`src/hdl/sle_pkg.sv`:
```
// Shared types, sizes and codes for the sequential list engine.
`timescale 1ns / 1ps
package sle_pkg;

	localparam int CAPACITY = 16;
	localparam int IDX_W    = (CAPACITY > 1) ? $clog2(CAPACITY) : 1;
	localparam int CNT_W    = $clog2(CAPACITY + 1);
	localparam int CMP_W    = ((CNT_W > 5) ? CNT_W : 5) + 1;

	typedef enum logic [1:0] {
		OP_INSERT = 2'd0,
		OP_DELETE = 2'd1,
		OP_GET    = 2'd2,
		OP_FIND   = 2'd3
	} op_t;

	typedef enum logic [1:0] {
		ST_OK     = 2'd0,
		ST_RANGE  = 2'd1,
		ST_FULL   = 2'd2,
		ST_ABSENT = 2'd3
	} status_t;

	typedef logic signed [31:0] entry_t;

	typedef struct packed {
		op_t                op;
		logic        [4:0]  position;
		logic signed [31:0] value;
	} req_t;

	typedef struct packed {
		status_t            status;
		logic signed [31:0] read_value;
		logic        [4:0]  found_position;
		logic        [4:0]  count;
	} rsp_t;

	typedef struct packed {
		logic             ins;
		logic             del;
		logic [IDX_W-1:0] pos_idx;
		logic [CNT_W-1:0] cnt;
		entry_t           value;
	} cell_ctl_t;

endpackage

```
`src/hdl/sle_cell.sv`:
```
// One list slot: holds an entry, shifts to or from its neighbors, compares for find.
`timescale 1ns / 1ps
module sle_cell (
	input  logic                      clk,
	input  logic [sle_pkg::IDX_W-1:0] idx,
	input  sle_pkg::cell_ctl_t        ctl,
	input  sle_pkg::entry_t           left,
	input  sle_pkg::entry_t           right,
	output sle_pkg::entry_t           entry,
	output logic                      match
);

	sle_pkg::entry_t              entry_q;
	logic [sle_pkg::CMP_W-1:0]    idx_w;
	logic [sle_pkg::CMP_W-1:0]    pos_w;
	logic [sle_pkg::CMP_W-1:0]    cnt_w;

	assign idx_w = sle_pkg::CMP_W'(idx);
	assign pos_w = sle_pkg::CMP_W'(ctl.pos_idx);
	assign cnt_w = sle_pkg::CMP_W'(ctl.cnt);

	always_ff @(posedge clk) begin
		if (ctl.ins) begin
			if (idx_w == pos_w) begin
				entry_q <= ctl.value;
			end else if (idx_w > pos_w && idx_w <= cnt_w) begin
				entry_q <= left;
			end
		end else if (ctl.del) begin
			if (idx_w >= pos_w && (idx_w + sle_pkg::CMP_W'(1)) < cnt_w) begin
				entry_q <= right;
			end
		end
	end

	assign entry = entry_q;
	assign match = (idx_w < cnt_w) && (entry_q == ctl.value);

endmodule

```
`src/hdl/sle_ctrl.sv`:
```
// Request decode: range checks, cell controls, next count and the result beat.
`timescale 1ns / 1ps
module sle_ctrl (
	input  logic                         valid,
	input  sle_pkg::req_t                req,
	input  logic [sle_pkg::CNT_W-1:0]    cnt,
	input  sle_pkg::entry_t              entries [sle_pkg::CAPACITY],
	input  logic [sle_pkg::CAPACITY-1:0] match,
	output sle_pkg::cell_ctl_t           ctl,
	output logic [sle_pkg::CNT_W-1:0]    cnt_d,
	output sle_pkg::rsp_t                rsp_d
);

	logic [sle_pkg::CMP_W-1:0] pos_w;
	logic [sle_pkg::CMP_W-1:0] cnt_w;
	logic [sle_pkg::CMP_W-1:0] pos_m1;
	logic [sle_pkg::IDX_W-1:0] pos_idx;
	logic                      ins_ok;
	logic                      rd_ok;
	logic                      full;
	logic                      hit;
	logic [sle_pkg::IDX_W-1:0] hit_idx;
	logic [31:0]               hit_pos;

	assign pos_w   = sle_pkg::CMP_W'(req.position);
	assign cnt_w   = sle_pkg::CMP_W'(cnt);
	assign pos_m1  = pos_w - sle_pkg::CMP_W'(1);
	assign pos_idx = pos_m1[sle_pkg::IDX_W-1:0];
	assign ins_ok  = (req.position != 5'd0) && (pos_w <= cnt_w + sle_pkg::CMP_W'(1));
	assign rd_ok   = (req.position != 5'd0) && (pos_w <= cnt_w);
	assign full    = (cnt == sle_pkg::CNT_W'(sle_pkg::CAPACITY));

	always_comb begin
		hit     = 1'b0;
		hit_idx = '0;
		for (int i = sle_pkg::CAPACITY - 1; i >= 0; i--) begin
			if (match[i]) begin
				hit     = 1'b1;
				hit_idx = sle_pkg::IDX_W'(i);
			end
		end
	end

	assign hit_pos = 32'(hit_idx) + 32'd1;

	always_comb begin
		ctl.ins     = 1'b0;
		ctl.del     = 1'b0;
		ctl.pos_idx = pos_idx;
		ctl.cnt     = cnt;
		ctl.value   = req.value;
		cnt_d       = cnt;
		rsp_d.status         = sle_pkg::ST_OK;
		rsp_d.read_value     = '0;
		rsp_d.found_position = '0;
		case (req.op)
			sle_pkg::OP_INSERT: begin
				if (!ins_ok) begin
					rsp_d.status = sle_pkg::ST_RANGE;
				end else if (full) begin
					rsp_d.status = sle_pkg::ST_FULL;
				end else begin
					ctl.ins = valid;
					cnt_d   = cnt + sle_pkg::CNT_W'(1);
				end
			end
			sle_pkg::OP_DELETE: begin
				if (!rd_ok) begin
					rsp_d.status = sle_pkg::ST_RANGE;
				end else begin
					ctl.del = valid;
					cnt_d   = cnt - sle_pkg::CNT_W'(1);
				end
			end
			sle_pkg::OP_GET: begin
				if (!rd_ok) begin
					rsp_d.status = sle_pkg::ST_RANGE;
				end else begin
					rsp_d.read_value = entries[pos_idx];
				end
			end
			sle_pkg::OP_FIND: begin
				if (hit) begin
					rsp_d.found_position = hit_pos[4:0];
				end else begin
					rsp_d.status = sle_pkg::ST_ABSENT;
				end
			end
			default: begin
				rsp_d.status = sle_pkg::ST_RANGE;
			end
		endcase
		rsp_d.count = 5'(cnt_d);
	end

endmodule

```
`src/hdl/sequential_list_engine.sv`:
```
// Top level of the sequential list engine: request stage, cell row, result register.
// An accepted request passes the request stage, then the result register gives its beat with done.
// Throughput: one request per cycle; busy stays low, all cells shift or compare together.
// The receiver cannot stall: each result is shown for exactly one cycle.
// Reset clears the entry count and the request and result strobes; entries stay
// undefined until written.
`timescale 1ns / 1ps
module sequential_list_engine (
	input  logic           clk,
	input  logic           arst_n,
	input  logic           start,
	output logic           busy,
	input  sle_pkg::req_t  req,
	output logic           done,
	output sle_pkg::rsp_t  rsp
);

	logic                         valid_s1;
	sle_pkg::req_t                req_s1;
	logic [sle_pkg::CNT_W-1:0]    cnt_q;
	logic [sle_pkg::CNT_W-1:0]    cnt_d;
	logic                         done_q;
	sle_pkg::rsp_t                rsp_q;
	sle_pkg::rsp_t                rsp_d;
	sle_pkg::cell_ctl_t           ctl;
	sle_pkg::entry_t              entries [sle_pkg::CAPACITY];
	logic [sle_pkg::CAPACITY-1:0] match;

	assign busy = 1'b0;

	always_ff @(posedge clk or negedge arst_n) begin
		if (!arst_n) begin
			valid_s1 <= 1'b0;
			done_q   <= 1'b0;
			cnt_q    <= '0;
		end else begin
			valid_s1 <= start && !busy;
			done_q   <= valid_s1;
			if (valid_s1) begin
				cnt_q <= cnt_d;
			end
		end
	end

	always_ff @(posedge clk) begin
		if (start && !busy) begin
			req_s1 <= req;
		end
		if (valid_s1) begin
			rsp_q <= rsp_d;
		end
	end

	sle_ctrl u_ctrl (
		.valid   (valid_s1),
		.req     (req_s1),
		.cnt     (cnt_q),
		.entries (entries),
		.match   (match),
		.ctl     (ctl),
		.cnt_d   (cnt_d),
		.rsp_d   (rsp_d)
	);

	for (genvar i = 0; i < sle_pkg::CAPACITY; i++) begin : g_cell
		sle_cell u_cell (
			.clk   (clk),
			.idx   (sle_pkg::IDX_W'(i)),
			.ctl   (ctl),
			.left  ((i == 0) ? entries[i] : entries[(i == 0) ? 0 : i - 1]),
			.right ((i == sle_pkg::CAPACITY - 1) ? entries[i]
			        : entries[(i == sle_pkg::CAPACITY - 1) ? i : i + 1]),
			.entry (entries[i]),
			.match (match[i])
		);
	end

	assign done = done_q;
	assign rsp  = rsp_q;

endmodule

```
`config.mk`:
```
export PLATFORM = sky130hd
export DESIGN_NAME = sequential_list_engine
export DESIGN_NICKNAME = d
export VERILOG_FILES = /design/src/hdl/sle_pkg.sv /design/src/hdl/sle_cell.sv /design/src/hdl/sle_ctrl.sv /design/src/hdl/sequential_list_engine.sv
export SDC_FILE = /design/constraint.sdc
export NUM_CORES = 2
export LEC_CHECK = 0
export BUFFER_PORTS_ARGS = -buffer_cell sky130_fd_sc_hd__buf_2
export CAP_MARGIN = 15
export CORE_MARGIN = 4
export CORE_UTILIZATION = 46
export DETAILED_ROUTE_END_ITERATION = 12
export HOLD_SLACK_MARGIN = 0.03
export PLACE_DENSITY = 0.62
export SLEW_MARGIN = 20
export SYNTH_ARGS = -nofsm -noshare
export SYNTH_HDL_FRONTEND = slang
export SYNTH_SLANG_ARGS = --single-unit
```
`constraint.sdc`:
```
create_clock -name clk -period 5.8 [get_ports clk]
set_input_delay 0.29 -clock clk [delete_from_list [all_inputs] [get_ports clk]]
set_output_delay 0.29 -clock clk [all_outputs]
set_load 0.1 [all_outputs]
```
==> impl_metrics.csv <==
group,metric,value,unit
logic_synthesis,synth_cell_type_count,58,
routing,final_antenna_net_count,0,
hold_path,hp-class,"input pin to register",
logic_synthesis,synth_fa_ha_area_share,0.757,%
worst_setup_path,cp_max_fo,33,
routing,first_pass_iters,6,
power,p_leak,18.4,nW
clock_tree,clock_latency,0.64,ns
routing,first_iter_violations,3829,
finish,layout.nets,3587,
worst_setup_path,worstSetupStartpointType,"register",
timing,min_period,4.79,ns
timing,whs,0.298,ns
finish,finish.instance_area,43900,um2
floorplanning,die_y,302,um
worst_setup_path,worst_setup_path_end_kind,"register",
outcome,outcome,"completed",
clock_tree,clock_sinks,602,
timing,final-max-slew-violation-count,0,
timing,period_share,82.6,%
logic_synthesis,ys_seq_elements,602,
place,hpwl,97500,um
floorplanning,top_level_ports,88,
floorplanning,start_util,46.4,%
logic_synthesis,synth.avg_cell_area,11.1,um2
clock_tree,numCtsBuffers,73,
finish,post-route-util,51.4,%
power,irDropWorstVdd,247,uV
place,place.gp.congestion,0.914,
logic_synthesis,synth_edf_count,595,
timing,fin_skew,0.0315,ns
grt,grt_util_all_layers,29.1,%
finish,num_antenna_cells,0,
power,power_density,332,nW/um2
routing,routed_via_density,6.13,
finish,drive_gt1_share,14.4,%
logic_synthesis,synth_top_family_by_area,"multiplexers",
grt,antenna_found_initial,6,
logic_synthesis,seq_area_frac_synth,45.5,%
timing,setup_viol,0,
clock_tree,cts_tree,"yes",
routing,num_vias,28900,
worst_setup_path,cp.required,6.09,ns
grt,grt_pass1_wl,194000,um
routing,drt-total-wl,134000,um
timing,hold_viol_final,0,
clock_tree,clk_pin_slew,0.06,ns
logic_synthesis,synthTopCellsByArea,"edfxtp_1, mux2i_1, mux4_2",
grt,first_global_vias,27300,
floorplanning,die-area,91000,um2
job,cap_violations,0,
logic_synthesis,synthXorXnorAreaFrac,11.5,%
grt,grt_max_degree,223,
clock_tree,cts_repair_resize_count,0,
logic_synthesis,synth_top_area_share,45.0,%
grt,grt_overflow,0,
logic_synthesis,syn_area,39700,um2
logic_synthesis,synth.area.mux_share,21.4,%
logic_synthesis,synthSimpleGateAreaFrac,9.95,%
logic_synthesis,syn_nets,3637,
clock_tree,clock_path_buffers,3,
logic_synthesis,ys_async_sr_fraction,1.16,%
place,postPlaceCellArea,41200,um2
timing,rsz0062_at_grt,"no",
timing,fmax,0.209,GHz
clock_tree,root_buffer,"clkbuf_16",
worst_setup_path,crit_type,"register to register",
finish,syn2layout_area_growth,10.6,%
clock_tree,htreeDepth,3,
power,power,0.0146,W
logic_synthesis,ys.flop_type,"edfxtp_1",
logic_synthesis,synthCells,3571,
logic_synthesis,synth_compound_area_share,7.17,%
logic_synthesis,synth_top_cell_by_area,"edfxtp_1",
logic_synthesis,synth_warnings,0,
routing,post-route-drc-count,0,
floorplanning,core_area,85400,um2
timing,tns,0,ns
finish,fillers,7669,
timing,worst_pin_slew,1.16,ns
floorplanning,rows,107,
place,port_buffers,86,
worst_setup_path,crit_arrival,5.08,ns
routing,post_drt_wl_per_cell,28.5,um
timing,relSlewSlack,22.5,%
floorplanning,die_w,302,um
cell type report:
class                   instances  area [um2]  share of cell area (%)
multi-input cells            2609       20400                    46.5
well taps                    1144        1430                    3.26
clock buffers                  90        2010                    4.57
flip-flops and latches        602       18000                    41.1
clock inverters                41         302                   0.687
inverters                      17        63.8                   0.145
repair buffers                218        1640                    3.73
critical path, stage by stage, from the launching register on:
cell,delay [ns]
dfrtp_1,0.62
inv_1,0.24
ha_1,0.37
inv_1,0.05
ha_1,0.27
nor2b_1,0.13
o21a_1,0.16
o21a_1,0.16
o21ai_0,0.16
nand2b_1,0.07
a31oi_1,0.46
nand2_1,0.26
nor2_4,0.32
buf_4,0.46
a21oi_1,0.14
a21oi_4,0.13
buf_4,0.39
cell families (layout without fill, tap and decap cells):
family          after synthesis  in the layout
compound gates              548            548
xor+xnor                    521            521
fa+ha+maj                    24             24
buf+inv                     360            366
flops                       602            602
mux                         642            642
other cells                   1              1
simple gates                873            873
metal layers:
metal  share of wire [%]  global-route usage [%]  vias up
met5               0.023                       0        -
met1                  42                    41.7    14200
met4                 5.6                    14.2        4
met2                  43                    42.1     1555
met3                 9.6                    5.94      240
li1                    -                       -    12900
state kept, by name (all words and copies together), names as in the netlist:
register and flops:
g_cell.u_cell.entry 512, cnt_q 5, valid_s1 1, rsp 44, req_s1 39, done 1
cells in the mapped netlist (3+ instances only):
| cell | n |
|---|---|
| edfxtp_1 | 595 |
| nand2_1 | 586 |
| o21ai_0 | 477 |
| mux2i_1 | 449 |
| xor2_1 | 287 |
| xnor2_1 | 234 |
| clkbuf_1 | 226 |
| mux4_2 | 160 |
| nor4_1 | 81 |
| buf_2 | 79 |
| nand4_1 | 73 |
| and3_1 | 38 |
| a21oi_1 | 34 |
| mux2_2 | 33 |
| buf_1 | 31 |
| nand3_1 | 29 |
| ha_1 | 24 |
| nor2_1 | 18 |
| inv_1 | 15 |
| nor3_1 | 10 |
| nor2b_1 | 8 |
| dfrtp_1 | 7 |
| a31oi_1 | 6 |
| and2_1 | 6 |
| nand2b_1 | 6 |
| o21a_1 | 6 |
| or4_1 | 5 |
| buf_6 | 4 |
| or2_2 | 4 |
| a211oi_1 | 3 |
| a21boi_0 | 3 |
| o22ai_1 | 3 |
| o31ai_1 | 3 |
path summary, 6_finish.rpt:
check                      slack [ns]  cells past startpoint                                     to                                   from
max                              1.01                     16    g_cell[4].u_cell.entry[4]$_DFFE_PP_                   cnt_q[1]$_DFFE_PN0P_
min                              0.30                      1                     valid_s1$_DFF_PN0_                                  start
max reg2reg                      1.01                     16    g_cell[4].u_cell.entry[4]$_DFFE_PP_                   cnt_q[1]$_DFFE_PN0P_
min reg2reg                      0.61                      2  g_cell[14].u_cell.entry[31]$_DFFE_PP_  g_cell[15].u_cell.entry[31]$_DFFE_PP_
max in group asynchronous        4.86                      3                     valid_s1$_DFF_PN0_                                 arst_n
min in group asynchronous        0.63                      3                   cnt_q[1]$_DFFE_PN0P_                                 arst_n
report_power, final:
part	internal, W	total (W)	switching (W)	leakage, nW
Combinational	0.00139	0.00413	0.00274	11.8
Clock	0.00263	0.00456	0.00193	1.12
Sequential	0.00538	0.00588	0.000508	5.55
what timing repair did:
item	4_1_cts	5_1_grt
endpoints found under the hold margin	46	0
setup buffers	0	0
endpoints found under the setup margin	0	0
hold buffers	41	0
cells in the final DEF (no fill, tap or decap), types with 73 or more instances in the layout:
cell type | Yosys | layout
edfxtp_1 | 595 | 595
buf_4 | 1 | 82
mux4_2 | 160 | 160
xor2_1 | 287 | 286
mux2i_1 | 449 | 449
nand2_1 | 586 | 579
nor4_1 | 81 | 81
clkbuf_16 | 0 | 77
nand4_1 | 73 | 73
o21ai_0 | 477 | 476
xnor2_1 | 234 | 233
buf_2 | 79 | 86
per-stage QoR:
step,cells,setup slack [ns]
after CTS,4721,1.11
final,4721,1.01
after global routing,4721,0.739
after floorplan,3571,0.350
after detailed placement,4549,1.15
after global placement,4549,1.22
No activity file was read; power rests on OpenSTA's default activity.
